## src/hdl/vdl_pkg.sv

```systemverilog
// Shared types, codes and helpers for the vector display list decoder.
`default_nettype none

package vdl_pkg;

   // Command opcodes as they appear in the byte stream.
   localparam logic [7:0] OP_BRIGHT = 8'd1;
   localparam logic [7:0] OP_DOT    = 8'd2;
   localparam logic [7:0] OP_LINE   = 8'd3;
   localparam logic [7:0] OP_PATH   = 8'd4;
   localparam logic [7:0] OP_END    = 8'd5;

   // Brightness after reset.
   localparam logic [7:0] BRIGHT_RESET = 8'h7f;

   // Result kinds.
   localparam logic KIND_SEGMENT = 1'b0;
   localparam logic KIND_END     = 1'b1;

   // Width of a scaled coordinate.
   localparam int COORD_W = 15;

   // Segment queue between the parser and the output stage.
   localparam int Q_DEPTH  = 4;
   localparam int Q_ADDR_W = $clog2(Q_DEPTH);
   localparam int Q_CNT_W  = $clog2(Q_DEPTH + 1);

   // Parser phases.
   typedef enum logic [2:0] {
      PH_OPCODE,
      PH_BRIGHT,
      PH_DOT,
      PH_LINE,
      PH_PCOUNT,
      PH_PFIRST,
      PH_PPOINT
   } phase_type;

   // One decoded segment with raw signed-byte coordinates.
   typedef struct packed {
      logic       kind;
      logic [7:0] x0;
      logic [7:0] y0;
      logic [7:0] x1;
      logic [7:0] y1;
      logic [7:0] intensity;
   } seg_type;

   // Write request from the parser into the queue.
   typedef struct packed {
      logic    push;
      seg_type seg;
   } qwrite_type;

   // Queue status seen by both sides.
   typedef struct packed {
      logic full;
      logic empty;
   } qstatus_type;

   // Signed byte times 128, as a 15-bit two's complement value.
   function automatic logic [COORD_W-1:0] scale_coord(input logic [7:0] b);
      scale_coord = {b, 7'b0};
   endfunction

endpackage

`default_nettype wire

```

## src/hdl/vdl_parser.sv

```systemverilog
// Front end: parses the command byte stream and produces segment beats.
`default_nettype none

module vdl_parser (
   input  wire logic               clock,
   input  wire logic               reset,
   input  wire logic               byte_accept,
   input  wire logic [7:0]         stream_byte,
   output vdl_pkg::qwrite_type     qwrite
);
   import vdl_pkg::*;

   phase_type  phase_ff, phase_in;
   logic [1:0] arg_idx_ff, arg_idx_in;
   logic [7:0] held_ff [3];
   logic [7:0] held_in [3];
   logic [7:0] prev_x_ff, prev_x_in;
   logic [7:0] prev_y_ff, prev_y_in;
   logic [7:0] remaining_ff, remaining_in;
   logic [7:0] bright_ff, bright_in;
   logic [7:0] remaining_dec;

   assign remaining_dec = remaining_ff - 8'd1;

   // Next state and segment generation for one accepted byte.
   always_comb begin
      phase_in     = phase_ff;
      arg_idx_in   = arg_idx_ff;
      held_in      = held_ff;
      prev_x_in    = prev_x_ff;
      prev_y_in    = prev_y_ff;
      remaining_in = remaining_ff;
      bright_in    = bright_ff;
      qwrite.push  = 1'b0;
      qwrite.seg   = '{kind: KIND_SEGMENT, x0: held_ff[0], y0: held_ff[1],
                       x1: held_ff[2], y1: stream_byte, intensity: bright_ff};
      if (byte_accept) begin
         unique case (phase_ff)
            PH_OPCODE: begin
               arg_idx_in = 2'd0;
               case (stream_byte)
                  OP_BRIGHT: phase_in = PH_BRIGHT;
                  OP_DOT:    phase_in = PH_DOT;
                  OP_LINE:   phase_in = PH_LINE;
                  OP_PATH:   phase_in = PH_PCOUNT;
                  OP_END: begin
                     qwrite.push = 1'b1;
                     qwrite.seg  = '{kind: KIND_END, x0: 8'd0, y0: 8'd0,
                                     x1: 8'd0, y1: 8'd0, intensity: 8'd0};
                  end
                  default: ;
               endcase
            end
            PH_BRIGHT: begin
               bright_in  = stream_byte;
               phase_in   = PH_OPCODE;
               arg_idx_in = 2'd0;
            end
            PH_DOT: begin
               if (arg_idx_ff == 2'd0) begin
                  held_in[0] = stream_byte;
                  arg_idx_in = 2'd1;
               end else begin
                  qwrite.push   = 1'b1;
                  qwrite.seg.y0 = stream_byte;
                  qwrite.seg.x1 = held_ff[0];
                  phase_in      = PH_OPCODE;
                  arg_idx_in    = 2'd0;
               end
            end
            PH_LINE, PH_PFIRST: begin
               if (arg_idx_ff != 2'd3) begin
                  held_in[arg_idx_ff] = stream_byte;
                  arg_idx_in          = arg_idx_ff + 2'd1;
               end else begin
                  qwrite.push = 1'b1;
                  arg_idx_in  = 2'd0;
                  if (phase_ff == PH_PFIRST && remaining_ff != 8'd0) begin
                     prev_x_in = held_ff[2];
                     prev_y_in = stream_byte;
                     phase_in  = PH_PPOINT;
                  end else begin
                     phase_in = PH_OPCODE;
                  end
               end
            end
            PH_PCOUNT: begin
               remaining_in = (stream_byte == 8'd0) ? 8'd0 : stream_byte - 8'd1;
               phase_in     = PH_PFIRST;
               arg_idx_in   = 2'd0;
            end
            PH_PPOINT: begin
               if (arg_idx_ff == 2'd0) begin
                  held_in[0] = stream_byte;
                  arg_idx_in = 2'd1;
               end else begin
                  qwrite.push   = 1'b1;
                  qwrite.seg.x0 = prev_x_ff;
                  qwrite.seg.y0 = prev_y_ff;
                  qwrite.seg.x1 = held_ff[0];
                  prev_x_in     = held_ff[0];
                  prev_y_in     = stream_byte;
                  remaining_in  = remaining_dec;
                  arg_idx_in    = 2'd0;
                  if (remaining_dec == 8'd0) begin
                     phase_in = PH_OPCODE;
                  end
               end
            end
            default: begin
               phase_in   = PH_OPCODE;
               arg_idx_in = 2'd0;
            end
         endcase
      end
   end

   // Parser state registers.
   always_ff @(posedge clock) begin
      if (reset) begin
         phase_ff     <= PH_OPCODE;
         arg_idx_ff   <= 2'd0;
         held_ff[0]   <= 8'd0;
         held_ff[1]   <= 8'd0;
         held_ff[2]   <= 8'd0;
         prev_x_ff    <= 8'd0;
         prev_y_ff    <= 8'd0;
         remaining_ff <= 8'd0;
         bright_ff    <= BRIGHT_RESET;
      end else begin
         phase_ff     <= phase_in;
         arg_idx_ff   <= arg_idx_in;
         held_ff      <= held_in;
         prev_x_ff    <= prev_x_in;
         prev_y_ff    <= prev_y_in;
         remaining_ff <= remaining_in;
         bright_ff    <= bright_in;
      end
   end

endmodule

`default_nettype wire

```

## src/hdl/vdl_queue.sv

```systemverilog
// Short segment queue that decouples the parser from the output stage.
`default_nettype none

module vdl_queue (
   input  wire logic                clock,
   input  wire logic                reset,
   input  wire vdl_pkg::qwrite_type qwrite,
   input  wire logic                pop,
   output vdl_pkg::seg_type         head,
   output vdl_pkg::qstatus_type     status
);
   import vdl_pkg::*;

   seg_type              mem_ff [Q_DEPTH];
   logic [Q_ADDR_W-1:0]  wr_ptr_ff, wr_ptr_in;
   logic [Q_ADDR_W-1:0]  rd_ptr_ff, rd_ptr_in;
   logic [Q_CNT_W-1:0]   count_ff, count_in;
   logic                 do_push;
   logic                 do_pop;

   assign status.full  = (count_ff == Q_CNT_W'(Q_DEPTH));
   assign status.empty = (count_ff == '0);
   assign do_push      = qwrite.push;
   assign do_pop       = pop;
   assign head         = mem_ff[rd_ptr_ff];

   // Pointer and fill-level update.
   always_comb begin
      wr_ptr_in = do_push ? wr_ptr_ff + 1'b1 : wr_ptr_ff;
      rd_ptr_in = do_pop ? rd_ptr_ff + 1'b1 : rd_ptr_ff;
      count_in  = count_ff;
      if (do_push && !do_pop) begin
         count_in = count_ff + 1'b1;
      end else if (!do_push && do_pop) begin
         count_in = count_ff - 1'b1;
      end
   end

   always_ff @(posedge clock) begin
      if (reset) begin
         wr_ptr_ff <= '0;
         rd_ptr_ff <= '0;
         count_ff  <= '0;
      end else begin
         wr_ptr_ff <= wr_ptr_in;
         rd_ptr_ff <= rd_ptr_in;
         count_ff  <= count_in;
      end
   end

   // Storage needs no reset; only written entries are ever read.
   always_ff @(posedge clock) begin
      if (do_push) begin
         mem_ff[wr_ptr_ff] <= qwrite.seg;
      end
   end

   // The fill level never passes the depth.
   a_count_bound: assert property (@(posedge clock) disable iff (reset)
      count_ff <= Q_CNT_W'(Q_DEPTH))
      else $error("queue fill level beyond depth");

   // The parser never writes into a full queue.
   a_no_overflow: assert property (@(posedge clock) disable iff (reset)
      status.full |-> !(do_push && !do_pop))
      else $error("queue overflow");

   // The output stage never reads an empty queue.
   a_no_underflow: assert property (@(posedge clock) disable iff (reset)
      status.empty |-> !do_pop)
      else $error("queue underflow");

   // A pop with no push lowers the level by one.
   a_pop_level: assert property (@(posedge clock) disable iff (reset)
      (do_pop && !do_push) |=> (count_ff == $past(count_ff) - 1'b1))
      else $error("queue level not lowered on pop");

endmodule

`default_nettype wire

```

## src/hdl/vdl_emitter.sv

```systemverilog
// Back end: scales queued segments and holds them in the output register.
`default_nettype none

module vdl_emitter (
   input  wire logic                 clock,
   input  wire logic                 reset,
   input  wire vdl_pkg::seg_type     head,
   input  wire vdl_pkg::qstatus_type status,
   output logic                      pop,
   output logic                      out_valid,
   input  wire logic                 out_ready,
   output logic                      out_kind,
   output logic [71:0]               out_data
);
   import vdl_pkg::*;

   logic        valid_ff, valid_in;
   logic        kind_ff;
   logic [71:0] data_ff;

   // Load a new beat when the register is empty or being taken.
   assign pop       = !status.empty && (!valid_ff || out_ready);
   assign valid_in  = pop || (valid_ff && !out_ready);
   assign out_valid = valid_ff;
   assign out_kind  = kind_ff;
   assign out_data  = data_ff;

   always_ff @(posedge clock) begin
      if (reset) begin
         valid_ff <= 1'b0;
      end else begin
         valid_ff <= valid_in;
      end
   end

   // Payload register: scaled coordinates and intensity.
   always_ff @(posedge clock) begin
      if (pop) begin
         kind_ff <= head.kind;
         data_ff <= {4'd0, head.intensity, scale_coord(head.y1), scale_coord(head.x1),
                     scale_coord(head.y0), scale_coord(head.x0)};
      end
   end

endmodule

`default_nettype wire

```

## src/hdl/vector_display_list_decoder.sv

```systemverilog
// Top level of the vector display list decoder.
//
//  channel  direction  contents
//  req_     in         one stream byte per beat
//  rsp_     out        one segment or end-of-list marker per beat
//
// One byte is taken each cycle while req_tready is high; the parser updates its
// state in the cycle the byte is accepted, and a resulting segment passes through
// the queue into the output register. req_tready falls only while the four-entry
// segment queue is full, so bytes keep flowing while a result waits on rsp_.
// Reset is synchronous and returns the parser to waiting for an opcode with
// brightness 127 and empties the queue and the output register.
`default_nettype none

module vector_display_list_decoder (
   input  wire logic        clock,
   input  wire logic        reset,
   input  wire logic        req_tvalid,
   output logic             req_tready,
   input  wire logic [7:0]  req_tdata,   // [7:0] stream_byte
   output logic             rsp_tvalid,
   input  wire logic        rsp_tready,
   output logic [71:0]      rsp_tdata,   // [14:0] start_x, [29:15] start_y,
                                         // [44:30] end_x, [59:45] end_y,
                                         // [67:60] intensity, [71:68] zero
   output logic             rsp_tuser    // [0] kind
);
   import vdl_pkg::*;

   qwrite_type  qwrite;
   qstatus_type qstatus;
   seg_type     head;
   logic        pop;
   logic        byte_accept;

   // A byte is accepted whenever the queue can take the segment it may cause.
   assign req_tready  = !qstatus.full;
   assign byte_accept = req_tvalid && req_tready;

   vdl_parser u_parser (
      .clock       (clock),
      .reset       (reset),
      .byte_accept (byte_accept),
      .stream_byte (req_tdata),
      .qwrite      (qwrite)
   );

   vdl_queue u_queue (
      .clock  (clock),
      .reset  (reset),
      .qwrite (qwrite),
      .pop    (pop),
      .head   (head),
      .status (qstatus)
   );

   vdl_emitter u_emitter (
      .clock     (clock),
      .reset     (reset),
      .head      (head),
      .status    (qstatus),
      .pop       (pop),
      .out_valid (rsp_tvalid),
      .out_ready (rsp_tready),
      .out_kind  (rsp_tuser),
      .out_data  (rsp_tdata)
   );

endmodule

`default_nettype wire
```

## config.mk

```make
export PLATFORM = sky130hd
export DESIGN_NAME = vector_display_list_decoder
export DESIGN_NICKNAME = d
export VERILOG_FILES = /design/src/hdl/vdl_pkg.sv /design/src/hdl/vdl_parser.sv /design/src/hdl/vdl_queue.sv /design/src/hdl/vdl_emitter.sv /design/src/hdl/vector_display_list_decoder.sv
export SDC_FILE = /design/constraint.sdc
export NUM_CORES = 1
export LEC_CHECK = 0
export BUFFER_PORTS_ARGS = -buffer_cell sky130_fd_sc_hd__buf_2
export CAP_MARGIN = 15
export CORE_MARGIN = 2
export CORE_UTILIZATION = 35
export CTS_CLUSTER_SIZE = 12
export DETAILED_ROUTE_END_ITERATION = 16
export PLACE_DENSITY = 0.6
export SYNTH_ARGS = -nofsm -noshare
export SYNTH_HDL_FRONTEND = slang
export SYNTH_SLANG_ARGS = --single-unit
```

## constraint.sdc

```tcl
create_clock -name clock -period 3.8 [get_ports clock]
set_clock_uncertainty 0.05 [all_clocks]
set_input_delay 0.57 -clock clock [delete_from_list [all_inputs] [get_ports clock]]
set_output_delay 0.57 -clock clock [all_outputs]
set_load 0.02 [all_outputs]
```

Word-level counts from Yosys, hierarchy flattened --
Memories as Yosys holds them, arrays and structs flattened. A register that Yosys moved wholly into a read port is not among the register bits. Cells that the tools add are included.
Word-level totals: flip-flop bits (word level) 69, bits in writable memories 164, input port bits 12, output and inout port bits 75, logic and storage cells 120, memories 1
Cells by class: add/subtract/negate cells 7, order comparisons 2, equality and inequality tests 21, mux-type cells 42, bitwise logic cells 1, reductions and logical operators 33
Memory list:
- u_queue.mem_ff | depth 4, bits a word 41, rd ports 1, clocked after memory_dff 1, write ports 1, RTL line vdl_queue.sv:14 | seg_type mem_ff [Q_DEPTH];
Operator list (count):
- $mux W42 | 2
- $mux W8 | 10
- $pmux W8 S2 | 5
- $mux W24 | 2
- $pmux W16 S3 | 1
- $mux W16 | 2
- $bwmux W24 | 1
- $mux W3 | 7
- $demux W8 S2 | 1
- $eq A8 B2 Y1 const B | 2
- $eq A8 B3 Y1 const B | 2
- $logic_not A8 Y1 | 2
- $sub A8 B1 Y8 const B | 2
- $pmux W3 S5 | 1
- $eq A3 B3 Y1 const B | 4
- $pmux W3 S4 | 1
- $eq A8 B1 Y1 const B | 1
- $ne A2 B1 Y1 const B | 4
- $ne A2 B2 Y1 const B | 4
- $reduce_bool A2 Y1 | 4
- $reduce_bool A8 Y1 | 1
- $logic_and A1 B1 Y1 | 7
- $add A2 B1 Y2 const B | 3
- $eq A3 B2 Y1 const B | 2
- other kinds (21) | 35

Longest topological paths before layout --
depth after elaboration 8, depth in mapped cells 12, gate-level depth less buffers 11

Modules after synthesis --
Synthesis repeated with hierarchy kept, for this count alone.
Unflattened totals: cell total of the unflattened synthesis 766, area total of the unflattened synthesis 11474.8 um2
By module, submodules not included:
- vdl_queue | times used 1, cells each 259, area an instance 6396.1 um2, sequential area each 5104.9 um2
- vdl_parser | times used 1, cells each 427, area an instance 3537.1 um2, sequential area each 1221.2 um2
- vdl_emitter | times used 1, cells each 78, area an instance 1531.5 um2, sequential area each 1251.2 um2
- vector_display_list_decoder | times used 1, cells each 2, area an instance 10.0 um2, sequential area each 0.0 um2

Worst setup path before layout --
Ideal clock, no wire load.
kind in2reg, from in rsp_tready, to reg u_queue.count_ff[2], library setup time 0.070 ns, arrival time 3.917 ns, data required time 3.680 ns, slack -0.238 ns, stages on the path 9, path buffers 0, cell sequence inv_1 -> a21oi_1 -> inv_1 -> ha_1 -> inv_1 -> fa_1 -> xor2_1 -> or3_1 -> a21oi_1
Between the ends: longest elaborated chain between the ends 5, elaborated cells between the ends (all ways) 7, those cells by class mux: 1; reduce/logical: 6
Ends and longest elaborated chain:
- from (decl) | RTL line vector_display_list_decoder.sv:22 | input wire logic rsp_tready,
- $logic_or A1 B1 Y1 (*) | RTL line vdl_emitter.sv:22 | assign pop = !status.empty && (!valid_ff || out_ready);
- $logic_and A1 B1 Y1 (*) | RTL line vdl_emitter.sv:22
- via pop | RTL line vector_display_list_decoder.sv:33 | logic pop;
- $logic_not A1 Y1 | RTL line vdl_queue.sv:32 | if (do_push && !do_pop) begin
- $logic_and A1 B1 Y1 | RTL line vdl_queue.sv:32
- $mux W3 / $reduce_bool A2 Y1 (equally long branches)
- to (signal assigned) | RTL line vdl_queue.sv:47 | count_ff <= count_in;
- to (decl) | RTL line vdl_queue.sv:17 | logic [Q_CNT_W-1:0] count_ff, count_in;
Mark *: on every way through the listed nets, which the timed path passes. The rest lies on a longest branch. A chain may end at the register's enable or synchronous reset.

Final worst setup path --
from reg u_parser.phase_ff[0], to reg u_queue.count_ff[2]
Between the ends: longest elaborated chain between the ends 7, elaborated cells between the ends (all ways) 14, those cells by class eq/ne: 4; mux: 3; reduce/logical: 7
Ends and longest elaborated chain:
- from (decl) | RTL line vdl_parser.sv:13 | phase_type phase_ff, phase_in;
- from (signal assigned) | RTL line vdl_parser.sv:131 | phase_ff <= phase_in;
- $eq A3 B2 Y1 / $eq A3 B3 Y1 (equally long branches) | RTL line vdl_parser.sv:38 | unique case (phase_ff)
- $reduce_or A2 Y1 (on tied branches)
- $pmux W1 S3 (*) | RTL line vdl_parser.sv:38
- $mux W42 (*) | RTL line vdl_parser.sv:37 | if (byte_accept) begin
- $logic_not A1 Y1 | RTL line vdl_queue.sv:34 | end else if (!do_push && do_pop) begin
- $logic_and A1 B1 Y1 | RTL line vdl_queue.sv:34
- $reduce_bool A2 Y1 (no line)
Mark *: on every way between the ends. The rest lies on a longest branch, timed or not.

==> flow_summary.toml <==
[outcome]
status = "finished clean"

[sta]
tightest_slew_ns = 1.15
fin_ws_ns = 0.931
rsz0062_at_grt = "false"
maxSlewViolCount = 0
holdWs_ns = 0.285
fin_crit_ns = 2.87
hold_violations = 0
tns_ns = 0
fmax_mhz = 348
final.period_utilization = 0.755
setup_viol = 0
slew_headroom = 0.235

[final_layout]
drive_gt1_frac = 0.207
fin_util = 0.407
final_common_cell = "edfxtp_1"
final_cell_mix = "edfxtp_1 (205), dfxtp_1 (67), nor2_1 (61), buf_2 (54), mux2i_1 (49)"
n_antenna_cell = 0
nets = 837
area_growth_syn_to_layout_pct = 13.6

[routing]
firstDrtPassIters = 7
drt_iter0_drc = 464
wirelength_mm = 23.1
vias = 6190
ant_nets = 0
wire_per_inst_um = 18.8
drc = 0
viasPerCell = 5.02

[clock_network]
clock_latency_ns = 0.54
postCtsHoldBufs = 0
cts_buffer_depth = 3
cts.sinks = 274
numCtsBuffers = 29
post_cts_buffers = 0
htreeDepth = 1
cts-root-buf = "clkbuf_16"
cts_resized = 0
cts_tree = "done"
path_clk_slew_ns = 0.06

[setup_path]
cp_max_fo = 13
cp-end-kind = "flip-flop"
criticalPathCategory = "reg -> reg"
critPathLaunchType = "flip-flop"
critPathRequiredTime_ns = 4.22
worst_ep_arrival_time_ns = 3.29

[logic_synthesis]
syn_inst = 754
ys_seq_elements = 274
synth_flop_cell = "edfxtp_1"
avgSynthCellArea_um2 = 15.1
synthArstFlopShare = 0
yosys.area_share.adder = 0.0205
synth_compound_area_frac = 0.0623
netlist_area_um2 = 11400
synth.top_cell.area_share = 0.542
post-synth-top-area-cell = "edfxtp_1"
synthSimpleGateAreaFrac = 0.0707
synth.distinct_cells = 67
synth_top_family_by_area = "multiplexers"
synth.mux.area_fraction = 0.125
synth_xor_area_frac = 0.0116
synth-edff-count = 205
ys_seq_area_frac = 0.664
synth_area_leaders = "edfxtp_1 (54%), dfxtp_1 (12%), mux4_2 (8.1%)"
yosys_warnings = 0

[global_routing]
overflow = 0
grtUsageTotal = 0.137
grt_pass1_vias = 6169
grt_pass1_wl_mm = 35.9
grt_max_degree = 44
antenna_found_initial = 0

[flow_run]
max_cap_viol_count = 0

[floorplanning]
rows = 65
design.portCount = 87
start_util = 0.358
die_h_um = 184
fp.dieW_um = 184
core_area_um2 = 31700
die-area_um2 = 33900

[placed_design]
dpl_worst_slack_ns = 0.387
dp_hpwl_mm = 14.2
routabilityCongestion = 0.768
port_buffers = 54

[power]
p_per_area_nw_per_um2 = 629
leakagePower_nw = 4.59
ir_drop_mv = 0.288

[hold_path]
min_path_type = "in -> reg"
==> cell type report <==
class                      count  area, µm²
timing repair buffer          72        455
inverter                      19       71.3
multi-input combinational    411       3420
tap                          402        503
clock inverter                 7       62.6
sequential                   274       7540
fill                        2915      18800
clock buffer                  47        845
==> state kept, by name, summed over array words and instances (netlist names) <==
signal / flops
u_emitter.out_data: 40
u_emitter.out_kind: 1
u_emitter.out_valid: 1
u_parser.arg_idx_ff: 2
u_parser.bright_ff: 8
u_parser.held_ff: 24
u_parser.phase_ff: 3
u_parser.prev_x_ff: 8
u_parser.prev_y_ff: 8
u_parser.remaining_ff: 8
u_queue.count_ff: 3
u_queue.mem_ff: 164
u_queue.rd_ptr_ff: 2
u_queue.wr_ptr_ff: 2
==> Yosys cell counts, types with 2 or more instances <==
master	count
clkbuf_1	33
and2_1	15
o21ai_1	2
or4_1	3
or3_1	4
edfxtp_1	205
o21ai_0	17
and3_1	2
buf_6	2
a311oi_1	2
a21o_1	2
a211oi_1	10
a22o_1	8
xor2_1	6
nand3b_1	2
buf_2	7
mux4_2	41
nand3_2	3
o211a_1	2
o221ai_1	2
nand2_1	37
o22ai_1	3
dfxtp_1	69
xnor2_1	9
nor3b_1	3
o211ai_1	3
mux2i_1	49
nor4_1	3
nand3_1	11
buf_1	6
nand4_1	2
a31oi_1	2
a32o_1	8
a21oi_1	16
nor2_1	61
buf_4	32
inv_1	19
ha_1	17
nor3_1	5
o21a_1	2
nand2b_1	3
==> path summary, 6_finish.rpt <==
path	startpoint	to	slack, ns	cells after the start
setup reg to reg	u_parser.phase_ff[0]	u_queue.count_ff[2]	0.93	9
setup / recovery	u_parser.phase_ff[0]	u_queue.count_ff[2]	0.93	9
hold / removal	rsp_tready	u_emitter.out_valid	0.29	4
hold reg to reg	u_parser.bright_ff[4]	u_parser.bright_ff[4]	0.42	2
==> per-layer routing <==
layer | GRT usage | up-vias | share of wire
met5 | 0 | - | 0
met4 | 0.0330 | 0 | 0.014
met3 | 0.0211 | 30 | 0.039
met2 | 0.229 | 130 | 0.48
met1 | 0.188 | 3144 | 0.46
li1 | - | 2886 | -
==> worst max-delay path: stages, from the launching register on <==
cell     delay, ns
dfxtp_1       0.43
or3_1         0.49
nor4_4        0.33
o31a_1        0.23
ha_1          0.20
inv_1         0.07
fa_1          0.39
xor2_1        0.16
or3_1         0.31
a21oi_1       0.14
==> power breakdown <==
part	leakage, nW	switching (mW)	internal [mW]	total, mW
clock	0.444	1.09	1.58	2.67
sequential	2.46	0.198	3.62	3.82
combinational	1.69	0.991	0.636	1.63
==> cells by family (layout without fill, tap and decap cells) <==
group	count (synthesis)	after routing
flops	274	274
other cells	1	32
mux	90	90
buf+inv	100	145
simple gates	162	162
fa+ha+maj	18	18
compound gates	94	94
xor+xnor	15	15
==> metrics by stage <==
step / area (µm²) / std cells / total power, mW
floorplan: 11500 / 785 / 5.03
global placement: 12000 / 1178 / 5.54
detailed placement: 12000 / 1178 / 5.55
CTS: 12900 / 1232 / 8.23
global route: 12900 / 1232 / 8.48
finish: 12900 / 1232 / 8.12
Power figures use the tool's default switching activity.
